## config.mk

```make
export PLATFORM = sky130hd
export DESIGN_NAME = red_queue_router_port_core
export DESIGN_NICKNAME = d
export VERILOG_FILES = /design/src/rtl/rqr_pkg.sv /design/src/rtl/rqr_ram.sv /design/src/rtl/rqr_red.sv /design/src/rtl/red_queue_router_port_core.sv
export SDC_FILE = /design/constraint.sdc
export NUM_CORES = 2
export LEC_CHECK = 0
export BUFFER_PORTS_ARGS = -buffer_cell sky130_fd_sc_hd__buf_2
export CAP_MARGIN = 10
export CORE_ASPECT_RATIO = 0.7
export CORE_MARGIN = 8
export CORE_UTILIZATION = 26
export DETAILED_ROUTE_END_ITERATION = 7
export GPL_TIMING_DRIVEN = 0
export MAX_ROUTING_LAYER = met4
export SYNTH_ARGS = -nofsm -noshare
export SYNTH_HDL_FRONTEND = slang
export SYNTH_SLANG_ARGS = --single-unit
```

## constraint.sdc

```tcl
create_clock -name clk -period 5.2 [get_ports clk]
set_input_delay 0.52 -clock clk [delete_from_list [all_inputs] [get_ports clk]]
set_output_delay 0.52 -clock clk [all_outputs]
set_load 0.02 [all_outputs]
```

## src/rtl/rqr_pkg.sv

```systemverilog
// ----------------------------------------------------------------------------
// rqr_pkg
// Shared types, codes and defaults for the RED queue router port.
// ----------------------------------------------------------------------------
package rqr_pkg;

  localparam int QUEUE_DEPTH_DEF   = 64;
  localparam int ROUTE_ENTRIES_DEF = 16;
  localparam int MAX_LINKS_DEF     = 8;

  localparam logic [1:0] OP_ARRIVE = 2'd0;
  localparam logic [1:0] OP_SEND   = 2'd1;
  localparam logic [1:0] OP_ROUTE  = 2'd2;

  localparam logic [2:0] OUT_ENQUEUED = 3'd0;
  localparam logic [2:0] OUT_DROPPED  = 3'd1;
  localparam logic [2:0] OUT_FORWARD  = 3'd2;
  localparam logic [2:0] OUT_EMPTY    = 3'd3;
  localparam logic [2:0] OUT_NO_ROUTE = 3'd4;
  localparam logic [2:0] OUT_DISCARD  = 3'd5;
  localparam logic [2:0] OUT_ADDED    = 3'd6;
  localparam logic [2:0] OUT_REJECTED = 3'd7;

  localparam logic [2:0] CFG_MIN_LEVEL   = 3'd0;
  localparam logic [2:0] CFG_MAX_LEVEL   = 3'd1;
  localparam logic [2:0] CFG_DROP_SLOPE  = 3'd2;
  localparam logic [2:0] CFG_DROP_OFFSET = 3'd3;
  localparam logic [2:0] CFG_LINK_COUNT  = 3'd4;

  localparam logic [6:0]  MIN_LEVEL_RST   = 7'd2;
  localparam logic [6:0]  MAX_LEVEL_RST   = 7'd6;
  localparam logic [15:0] DROP_SLOPE_RST  = 16'd19661;
  localparam logic [15:0] DROP_OFFSET_RST = 16'd26214;
  localparam logic [3:0]  LINK_COUNT_RST  = 4'd0;

  typedef struct packed {
    logic [1:0]  op;
    logic [15:0] pkt_id;
    logic [7:0]  pkt_source;
    logic [7:0]  pkt_dest;
    logic [15:0] random_value;
    logic [7:0]  table_dest_id;
    logic [2:0]  table_link;
  } in_item_t;

  typedef struct packed {
    logic [2:0]  outcome;
    logic [2:0]  out_link;
    logic [15:0] out_id;
    logic [7:0]  out_source;
    logic [7:0]  out_dest;
    logic [6:0]  queue_level;
    logic        congestion;
  } out_item_t;

  typedef struct packed {
    logic [15:0] id;
    logic [7:0]  source;
    logic [7:0]  dest;
  } pkt_t;

  typedef struct packed {
    logic [7:0] dest;
    logic [2:0] link;
  } route_t;

  typedef struct packed {
    logic [6:0]  min_level;
    logic [6:0]  max_level;
    logic [15:0] drop_slope;
    logic [15:0] drop_offset;
  } red_cfg_t;

  typedef enum logic [1:0] {
    ST_IDLE,
    ST_ARRIVE,
    ST_POP,
    ST_SCAN
  } state_t;

endpackage

```

## src/rtl/rqr_ram.sv

```systemverilog
// ----------------------------------------------------------------------------
// rqr_ram
// Generic single-write, single-read RAM with registered read data.
// ----------------------------------------------------------------------------
module rqr_ram #(
  parameter int WIDTH = 8,
  parameter int DEPTH = 16,
  localparam int AW = (DEPTH > 1) ? $clog2(DEPTH) : 1
) (
  input  logic             clk,
  input  logic             we,
  input  logic [AW-1:0]    waddr,
  input  logic [WIDTH-1:0] wdata,
  input  logic [AW-1:0]    raddr,
  output logic [WIDTH-1:0] rdata
);

  logic [WIDTH-1:0] mem_r [DEPTH];
  logic [WIDTH-1:0] rdata_r;

  always_ff @(posedge clk) begin
    if (we) begin
      mem_r[waddr] <= wdata;
    end
    rdata_r <= mem_r[raddr];
  end

  assign rdata = rdata_r;

endmodule

```

## src/rtl/rqr_red.sv

```systemverilog
// ----------------------------------------------------------------------------
// rqr_red
// RED admission test: registers level compares and the slope product at
// accept, resolves the drop decision in the following cycle.
// ----------------------------------------------------------------------------
module rqr_red import rqr_pkg::*; #(
  parameter int CNT_W = 7
) (
  input  logic             clk,
  input  logic             load,
  input  red_cfg_t         cfg,
  input  logic [CNT_W-1:0] count,
  input  logic [15:0]      rnd,
  output logic             drop
);

  localparam int LW = (CNT_W > 7) ? CNT_W : 7;
  localparam int PW = 16 + CNT_W;

  logic          lt_min_r;
  logic          ge_max_r;
  logic [16:0]   sum_r;
  logic [PW-1:0] prod_r;

  always_ff @(posedge clk) begin
    if (load) begin
      lt_min_r <= LW'(count) < LW'(cfg.min_level);
      ge_max_r <= LW'(count) >= LW'(cfg.max_level);
      sum_r    <= 17'(rnd) + 17'(cfg.drop_offset);
      prod_r   <= PW'(cfg.drop_slope) * PW'(count);
    end
  end

  assign drop = !lt_min_r && (ge_max_r || (PW'(sum_r) < prod_r));

endmodule

```

## src/rtl/red_queue_router_port_core.sv

```systemverilog
// ----------------------------------------------------------------------------
// red_queue_router_port_core
// Router output port: packet FIFO under RED admission plus a first-match
// destination-to-link table, both held in synchronous RAMs.
// ----------------------------------------------------------------------------
// Flow: an arrival passes ST_ARRIVE; a send slot passes ST_POP, then ST_SCAN once
//   per table entry scanned (bounded by the entry count) when links and entries exist;
//   table add, empty send and op 3 resolve in ST_IDLE. One item at a time: busy is high outside ST_IDLE.
// Results appear on out_valid for one cycle; the receiver cannot stall.
// Reset (rst_n low, synchronous) empties queue and table and restores the
//   default registers; RAM contents are left as they are.
module red_queue_router_port_core import rqr_pkg::*; #(
  parameter int QUEUE_DEPTH   = QUEUE_DEPTH_DEF,
  parameter int ROUTE_ENTRIES = ROUTE_ENTRIES_DEF,
  parameter int MAX_LINKS     = MAX_LINKS_DEF
) (
  input  logic        clk,
  input  logic        rst_n,
  input  logic        start,
  output logic        busy,
  input  in_item_t    in_item,
  output logic        out_valid,
  output out_item_t   out_item,
  input  logic        cfg_we,
  input  logic [2:0]  cfg_index,
  input  logic [15:0] cfg_data
);

  localparam int QAW = $clog2(QUEUE_DEPTH);
  localparam int CW  = $clog2(QUEUE_DEPTH + 1);
  localparam int RAW = (ROUTE_ENTRIES > 1) ? $clog2(ROUTE_ENTRIES) : 1;
  localparam int RCW = $clog2(ROUTE_ENTRIES + 1);
  localparam int LKW = ($clog2(MAX_LINKS + 1) > 4) ? $clog2(MAX_LINKS + 1) : 4;

  red_cfg_t   red_cfg_r;
  logic [3:0] link_count_r;

  state_t         state_r, state_nxt;
  logic [QAW-1:0] head_r, head_nxt;
  logic [QAW-1:0] tail_r, tail_nxt;
  logic [CW-1:0]  count_r, count_nxt;
  logic [RCW-1:0] rcount_r, rcount_nxt;
  logic [RAW-1:0] idx_r, idx_nxt;
  in_item_t       item_r, item_nxt;
  pkt_t           pkt_r, pkt_nxt;
  logic           out_valid_r, out_valid_nxt;
  out_item_t      out_item_r, out_item_nxt;

  logic           red_load;
  logic           red_drop;
  logic           pq_we;
  pkt_t           pq_wdata;
  pkt_t           pq_rdata;
  logic           rt_we;
  route_t         rt_wdata;
  logic [RAW-1:0] rt_raddr;
  route_t         rt_rdata;
  logic [LKW-1:0] links_lim;

  always_ff @(posedge clk) begin
    if (!rst_n) begin
      red_cfg_r.min_level   <= MIN_LEVEL_RST;
      red_cfg_r.max_level   <= MAX_LEVEL_RST;
      red_cfg_r.drop_slope  <= DROP_SLOPE_RST;
      red_cfg_r.drop_offset <= DROP_OFFSET_RST;
      link_count_r          <= LINK_COUNT_RST;
    end else if (cfg_we) begin
      case (cfg_index)
        CFG_MIN_LEVEL:   red_cfg_r.min_level   <= cfg_data[6:0];
        CFG_MAX_LEVEL:   red_cfg_r.max_level   <= cfg_data[6:0];
        CFG_DROP_SLOPE:  red_cfg_r.drop_slope  <= cfg_data;
        CFG_DROP_OFFSET: red_cfg_r.drop_offset <= cfg_data;
        CFG_LINK_COUNT:  link_count_r          <= cfg_data[3:0];
        default: ;
      endcase
    end
  end

  assign links_lim = (LKW'(link_count_r) > LKW'(MAX_LINKS)) ? LKW'(MAX_LINKS)
                                                            : LKW'(link_count_r);

  rqr_red #(
    .CNT_W (CW)
  ) u_red (
    .clk   (clk),
    .load  (red_load),
    .cfg   (red_cfg_r),
    .count (count_r),
    .rnd   (in_item.random_value),
    .drop  (red_drop)
  );

  rqr_ram #(
    .WIDTH ($bits(pkt_t)),
    .DEPTH (QUEUE_DEPTH)
  ) u_pkt_ram (
    .clk   (clk),
    .we    (pq_we),
    .waddr (tail_r),
    .wdata (pq_wdata),
    .raddr (head_r),
    .rdata (pq_rdata)
  );

  rqr_ram #(
    .WIDTH ($bits(route_t)),
    .DEPTH (ROUTE_ENTRIES)
  ) u_route_ram (
    .clk   (clk),
    .we    (rt_we),
    .waddr (RAW'(rcount_r)),
    .wdata (rt_wdata),
    .raddr (rt_raddr),
    .rdata (rt_rdata)
  );

  assign pq_wdata.id     = item_r.pkt_id;
  assign pq_wdata.source = item_r.pkt_source;
  assign pq_wdata.dest   = item_r.pkt_dest;
  assign rt_wdata.dest   = in_item.table_dest_id;
  assign rt_wdata.link   = in_item.table_link;

  always_comb begin
    state_nxt     = state_r;
    head_nxt      = head_r;
    tail_nxt      = tail_r;
    count_nxt     = count_r;
    rcount_nxt    = rcount_r;
    idx_nxt       = idx_r;
    item_nxt      = item_r;
    pkt_nxt       = pkt_r;
    red_load      = 1'b0;
    pq_we         = 1'b0;
    rt_we         = 1'b0;
    rt_raddr      = idx_r;
    out_valid_nxt = 1'b0;
    out_item_nxt  = '0;
    case (state_r)
      ST_IDLE: begin
        if (start) begin
          item_nxt = in_item;
          case (in_item.op)
            OP_ARRIVE: begin
              red_load  = 1'b1;
              state_nxt = ST_ARRIVE;
            end
            OP_SEND: begin
              if (count_r == '0) begin
                out_valid_nxt        = 1'b1;
                out_item_nxt.outcome = OUT_EMPTY;
              end else begin
                head_nxt  = (head_r == QAW'(QUEUE_DEPTH - 1)) ? '0 : head_r + 1'b1;
                count_nxt = count_r - 1'b1;
                state_nxt = ST_POP;
              end
            end
            OP_ROUTE: begin
              out_valid_nxt = 1'b1;
              if ((LKW'(in_item.table_link) < links_lim) &&
                  (rcount_r < RCW'(ROUTE_ENTRIES))) begin
                rt_we                = 1'b1;
                rcount_nxt           = rcount_r + 1'b1;
                out_item_nxt.outcome = OUT_ADDED;
              end else begin
                out_item_nxt.outcome = OUT_REJECTED;
              end
            end
            default: begin
              out_valid_nxt        = 1'b1;
              out_item_nxt.outcome = OUT_REJECTED;
            end
          endcase
        end
      end
      ST_ARRIVE: begin
        out_valid_nxt = 1'b1;
        state_nxt     = ST_IDLE;
        if (red_drop || (count_r == CW'(QUEUE_DEPTH))) begin
          out_item_nxt.outcome    = OUT_DROPPED;
          out_item_nxt.congestion = 1'b1;
        end else begin
          pq_we                = 1'b1;
          tail_nxt             = (tail_r == QAW'(QUEUE_DEPTH - 1)) ? '0 : tail_r + 1'b1;
          count_nxt            = count_r + 1'b1;
          out_item_nxt.outcome = OUT_ENQUEUED;
        end
      end
      ST_POP: begin
        pkt_nxt  = pq_rdata;
        rt_raddr = '0;
        idx_nxt  = '0;
        if (link_count_r == '0) begin
          out_valid_nxt           = 1'b1;
          out_item_nxt.outcome    = OUT_DISCARD;
          out_item_nxt.out_id     = pq_rdata.id;
          out_item_nxt.out_source = pq_rdata.source;
          out_item_nxt.out_dest   = pq_rdata.dest;
          state_nxt               = ST_IDLE;
        end else if (rcount_r == '0) begin
          out_valid_nxt           = 1'b1;
          out_item_nxt.outcome    = OUT_NO_ROUTE;
          out_item_nxt.out_id     = pq_rdata.id;
          out_item_nxt.out_source = pq_rdata.source;
          out_item_nxt.out_dest   = pq_rdata.dest;
          state_nxt               = ST_IDLE;
        end else begin
          state_nxt = ST_SCAN;
        end
      end
      ST_SCAN: begin
        if (rt_rdata.dest == pkt_r.dest) begin
          out_valid_nxt           = 1'b1;
          out_item_nxt.outcome    = OUT_FORWARD;
          out_item_nxt.out_link   = rt_rdata.link;
          out_item_nxt.out_id     = pkt_r.id;
          out_item_nxt.out_source = pkt_r.source;
          out_item_nxt.out_dest   = pkt_r.dest;
          state_nxt               = ST_IDLE;
        end else if (((RCW + 1)'(idx_r) + (RCW + 1)'(1)) >= (RCW + 1)'(rcount_r)) begin
          out_valid_nxt           = 1'b1;
          out_item_nxt.outcome    = OUT_NO_ROUTE;
          out_item_nxt.out_id     = pkt_r.id;
          out_item_nxt.out_source = pkt_r.source;
          out_item_nxt.out_dest   = pkt_r.dest;
          state_nxt               = ST_IDLE;
        end else begin
          idx_nxt  = idx_r + 1'b1;
          rt_raddr = idx_r + 1'b1;
        end
      end
      default: state_nxt = ST_IDLE;
    endcase
    out_item_nxt.queue_level = 7'(count_nxt);
  end

  always_ff @(posedge clk) begin
    if (!rst_n) begin
      state_r     <= ST_IDLE;
      head_r      <= '0;
      tail_r      <= '0;
      count_r     <= '0;
      rcount_r    <= '0;
      out_valid_r <= 1'b0;
    end else begin
      state_r     <= state_nxt;
      head_r      <= head_nxt;
      tail_r      <= tail_nxt;
      count_r     <= count_nxt;
      rcount_r    <= rcount_nxt;
      out_valid_r <= out_valid_nxt;
    end
  end

  always_ff @(posedge clk) begin
    idx_r      <= idx_nxt;
    item_r     <= item_nxt;
    pkt_r      <= pkt_nxt;
    out_item_r <= out_item_nxt;
  end

  assign busy      = (state_r != ST_IDLE);
  assign out_valid = out_valid_r;
  assign out_item  = out_item_r;

endmodule

```

# Yosys cells after proc, flatten, opt, wreduce, memory -nomap -nowiden
# Memories as Yosys holds them, arrays and structs flattened. A register that Yosys moved wholly into a read port is not among the register bits.
# Cells that the tools add are included.
[totals]
regBits = 233
latchBits = 0
ramBits = 2224
romBits = 0
in_bits = 84
wordCells = 145
n_memories = 2
[memory_table]
columns = ["memory", "depth", "word_bits", "read_ports", "rd_clocked_by_memory_dff", "write_ports", "line", "rtl"]
rows = [
  ["u_pkt_ram.mem_r", 64, 32, 1, 1, 1, "rqr_ram.sv:18", "logic [WIDTH-1:0] mem_r [DEPTH];"],
  ["u_route_ram.mem_r", 16, 11, 1, 1, 1, "rqr_ram.sv:18", ""],
]
[classes]
add_sub_neg = 8
multipliers = 1
div_mod_pow = 0
order_cmp = 7
n_eq_ne = 17
n_shift = 0
n_mux = 56
n_bitwise = 2
reduce_logical = 23
[op_table]
columns = ["cell", "n"]
rows = [
  ["$mux W32", 4],
  ["$pmux W32 S2", 1],
  ["$mux W7", 4],
  ["$lt A17 B23 Y1", 1],
  ["$mul A16 B7 Y23", 1],
  ["$mux W1", 22],
  ["$add A16 B16 Y17", 1],
  ["$reduce_and A2 Y1", 8],
  ["$mux W3", 5],
  ["$mux W2", 7],
  ["$pmux W7 S2", 1],
  ["$add A6 B1 Y6 const B", 2],
  ["$eq A6 B6 Y1 const B", 2],
  ["$mux W4", 3],
  ["$mux W6", 2],
  ["$pmux W3 S4", 1],
  ["$reduce_and A4 Y1", 3],
  ["$pmux W3 S3", 1],
  ["$eq A8 B8 Y1", 1],
  ["$pmux W2 S4", 1],
  ["$pmux W4 S2", 1],
  ["$add A7 B1 Y7 const B", 1],
  ["$eq A7 B7 Y1 const B", 1],
  ["$ge A7 B7 Y1", 1],
  ["30 further kinds", 39],
]

# Logic depth before layout (Yosys ltp)
[logic_depth]
word_depth = 10
mapped_depth = 21
ltp_nobuf = 19

# Modules after synthesis
# Synthesis repeated with hierarchy kept, for this count alone.
[hier_totals]
hier_cells = 4980
area_unflattened_um2 = 99011.2
[by_module_without_submodules]
columns = ["mod", "instances", "cells_per_inst", "area_per_inst_um2"]
rows = [
  ["rqr_ram at u_pkt_ram", 1, 3361, 78371.4],
  ["red_queue_router_port_core", 1, 645, 7215.7],
  ["rqr_ram at u_route_ram", 1, 305, 7039.3],
  ["rqr_red", 1, 669, 6384.9],
]

# Worst setup path before layout
# Ideal clock, no wire load.
[synth_path]
path_type = "flip-flop to flip-flop"
from = "register count_r[4]"
to = "register u_red.prod_r[19] (data pin)"
setup_time_ns = 0.259
arrival_time_ns = 4.983
required_time_ns = 4.941
setup_slack_ns = -0.042
path_stages_with_launch = 20
path_buffers = 2
cell_sequence = "dfxtp_1 clkbuf_1 clkbuf_1 nand2_1 fa_1 fa_1 inv_1 fa_1 inv_1 fa_1 inv_1 ha_1 or3_1 o21ai_0 o31ai_1 o41a_1 a221o_1 a21o_1 a21oi_1 xnor2_1"
[synth_between]
elab_chain_len = 1
[synth_lines]
columns = ["item", "line", "rtl"]
rows = [
  ["start: declaration", "red_queue_router_port_core.sv:41", "logic [CW-1:0] count_r, count_nxt;"],
  ["start signal: assignment", "red_queue_router_port_core.sv:248", "count_r <= count_nxt;"],
  ["$mul A16 B7 Y23", "rqr_red.sv:30", "prod_r <= PW'(cfg.drop_slope) * PW'(count);"],
  ["end signal: assignment", "rqr_red.sv:30", ""],
  ["end: declaration", "rqr_red.sv:23", "logic [PW-1:0] prod_r;"],
]
# No other way between the ends.
# A chain may end at the register's enable or synchronous reset.

# Worst setup path in the final report
[layout_path]
from = "register count_r[2]"
to = "memory u_pkt_ram.mem_r[0][9] in the netlist's numbering, enable pin"
[layout_between]
elab_chain_len = 6
[layout_lines]
columns = ["item", "line", "rtl"]
rows = [
  ["$eq A7 B7 Y1", "red_queue_router_port_core.sv:178", "if (red_drop || (count_r == CW'(QUEUE_DEPTH))) begin"],
  ["$logic_or A1 B1 Y1", "red_queue_router_port_core.sv:178", ""],
  ["$mux W1", "red_queue_router_port_core.sv:178", ""],
  ["$mux W1", "red_queue_router_port_core.sv:138", "case (state_r)"],
  ["$mux W1", "rqr_ram.sv:22", "if (we) begin"],
  ["$mux W1 (implied by the code)", "rqr_ram.sv:23", "mem_r[waddr] <= wdata;"],
  ["end: declaration", "rqr_ram.sv:18", ""],
]
# No other way between the ends.

==> reports/summary.txt <==
status = completed
Syn-to-layout area delta = 20.71%
CTS tree = yes
Post-synth top cells = 2330 x edfxtp_1, 716 x mux4_2, 171 x nand2_1
Final min period = 5.072 ns
post-route ant nets = 0
WL final = 273000 um
first-pass GRT wire length = 379900 um
Sink Count = 2500
crit path DAT = 5.59 ns
Pleak = 37.09 nW
syn avg cell area = 21.49 um2
Final WS setup = 0.1275 ns
Placed Cells = 9921
Pint = 33.28 mW
Max-cap violations = 0
predominant post-synthesis flop cell = edfxtp_1
NumNets Final = 5525
Die Width = 751.3 um
Reg clk slew, reported paths = 0.07 ns
FF+latch area = 73400 um2
clock buffer depth = 4
Seq cells post-synth = 2500
Syn Inst Count = 4579
Slew HR = 10.01%
worst r2r src = count_r[2]
fill cell count = 35690
Critical Path Sink Type = flip-flop
hold endpoint = u_route_ram.mem_r[1][7]
final setup vio count = 0
DP HPWL = 186300 um
GRT Total Usage = 13.60%
highest metal used = met4
worst-margin pin slew = 1.350 ns
Post-synth EDFFs = 2330
Clock Tree Root = clkbuf_16
worst path required time = 5.72 ns
Die H = 530.7 um
routed vias/inst = 4.818
reg2reg setup slack = 0.13 ns
TritonCTS buffer count = 225
Rows = 189
sequential area share after synthesis = 74.56%
clock group share of total power = 39.6%
distinct cell type count after synthesis = 63
worst hold-check path type = input port to flip-flop
count leader, synth = edfxtp_1
post-synthesis cell area = 98400 um2
critical path, cell by cell = buf_2 -> buf_4 -> buf_4 -> or3_1 -> nor2_1 -> and3_1 -> a211oi_2 -> nand4_1 -> buf_2 -> nor2_1 -> nand2_2 -> nor2_4 -> buf_12
Peak Freq = 0.1971 GHz
Reg2Reg Depth = 13
top cell type's share of synthesized area = 71.11%
drc violations = 0
Syn Nets = 4836
drt pass-1 iters = 6
fin crit share = 97.55%
Combinational Power Share = 7.9%
pin count of the biggest net entering global routing = 34
hold_sp = in_item[7]
switching portion of total power = 22.33%
H-tree depth = 4
global route total overflow = 0
PD cells = 360.8 nW/um2
DR WL/cell = 25.83 um
largest area contributor in the netlist = edfxtp_1
Multi-input gate area = 24350 um2
WHS Path Cells = 1
port buffer count = 130
Final Hold Fails = 0
Setup Skew = 0.08447 ns
met1 WL = 121600 um
Slowest-stage cell, CP = nor2_4
number of global-route vias before repair = 49400
Min Hold Slack = 0.06479 ns
clk_lat worst skew = 0.90 ns
Switching Power = 9.571 mW
initial antenna violation count = 40
fraction of registers with async set/reset = 0%
DR WL met2 = 112800 um
Crit Path Class = flip-flop to flip-flop
R2R Path End = u_pkt_ram.mem_r[0][9]
die area = 398700 um2
worst-path maximum fanout = 23
initial core utilization = 26.06%
slowest stage delay, CP = 0.64 ns
post-route insts no fill = 10570
Synth warnings = 0
share of power burned in registers = 52.6%
maximum VDD drop = 0.0002895 V
Vias = 50900
Top-Level Pins = 132
CP Launch Type = flip-flop
post-place setup slack = -1.051 ns
core area = 377700 um2
share of cells above drive strength 1 = 29.66%
Pins Over Slew Limit = 0
largest cells by area after synthesis = edfxtp_1 71%, mux4_2 16%, dfxtp_1 3.5%
GP Congestion = 0.8328
met3 WL post-DR = 34140 um
Iter 0 DRT Violations = 7693
==> worst max path at each step <==
stage | end | depth (start not counted) | from | slack (ns)
global route | u_pkt_ram.mem_r[0][9] | 11 | u_red.prod_r[17] | -0.04
floorplan | u_red.prod_r[19] | 19 | count_r[4] | 0.02
finish | u_pkt_ram.mem_r[0][9] | 13 | count_r[2] | 0.13
global placement | u_pkt_ram.mem_r[45][15] | 11 | count_r[1] | -2.95
CTS | u_pkt_ram.mem_r[51][17] | 11 | u_red.prod_r[17] | 0.008
detailed placement | u_pkt_ram.mem_r[18][17] | 12 | count_r[1] | -1.05
==> through the flow <==
step,cell area [um2],util (%),TNS (ns),power [mW]
finish,118800,31.45,0,42.85
detailed placement,109200,28.92,-1302.96,26.16
global route,118800,31.44,-0.5193,44.09
CTS,118200,31.31,0,43.02
global placement,105400,27.90,-5349.45,25.88
floorplan,98400,-,0,24.72
==> repair_timing <==
action	CTS	global route
setup endpoints to repair	2006	827
pin swaps	31	25
buffers inserted	85	25
cloned	4	0
hold buffers	57	0
hold endpoints to repair	142	0
gates resized for setup	58	33
==> power groups by stage <==
stage / logic (mW) / registers (mW) / clock network, mW
2_1_floorplan: 1.70 / 23.0 / 0
3_3_place_gp: 2.60 / 23.3 / 0
3_5_place_dp: 3.21 / 23.0 / 0
4_1_cts: 3.34 / 22.5 / 17.2
5_1_grt: 3.63 / 22.5 / 17.9
6_report: 3.37 / 22.5 / 16.9
==> area by class of cell <==
cell class | count | area share, %
flip-flops and latches | 2500 | 61.80
multi-input cells | 1740 | 20.50
well taps | 5061 | 5.331
clock buffers | 284 | 5.058
repair buffers | 463 | 4.861
clock inverters | 124 | 1.139
plain buffers | 213 | 0.7943
inverters | 125 | 0.3950
diodes | 56 | 0.1180
==> routing by layer <==
layer  vias up  global-route usage (%)
li1      20290                       -
met1     27550                   20.14
met2      2753                   18.46
met3       309                   4.167
met4         0                   2.236
met5         -                       -
==> cells by family after synthesis <==
logic type,synth area share [%]
AOI/OAI and AO/OA,1.579
xor gates and xnor gates,0.4540
adders and majority gates,2.734
buffers and inverters,1.392
DFF,74.56
muxes,16.52
and+or+nand+nor,2.761
==> cells in the final DEF, fill, tap and decap left out, types with 47 or more instances in the layout <==
cell type         n
and2_1          103
nor2_4           68
diode_2          56
dlygate4sd3_1    57
nor2_1           63
buf_2           161
clkbuf_16       231
dfxtp_1         158
ha_1            100
buf_12           91
clkbuf_1        186
inv_1           122
buf_16           59
edfxtp_1       2330
mux4_2          716
nand2_1         167
clkinv_2         47
nand3_1          57
buf_4            98
fa_1             70
==> critical path, delay by kind of cell, from the launching register on <==
kind | cells | cell delay [ns]
simple gates | 7 | 2.44
buf+inv | 5 | 1.20
flops | 1 | 0.40
compound gates | 1 | 0.59
==> sequential cells by signal (all words and copies together) (netlist names), 2 cells and up <==
register / count
count_r: 7
head_r: 6
idx_r: 4
item_r: 32
link_count_r: 4
out_item: 46
pkt_r: 32
rcount_r: 5
red_cfg_r: 46
state_r: 2
tail_r: 6
u_pkt_ram.mem_r: 2048
u_pkt_ram.rdata: 32
u_red.prod_r: 23
u_red.sum_r: 17
u_route_ram.mem_r: 176
u_route_ram.rdata: 11
Note: power is estimated with default switching activity, not from simulation.
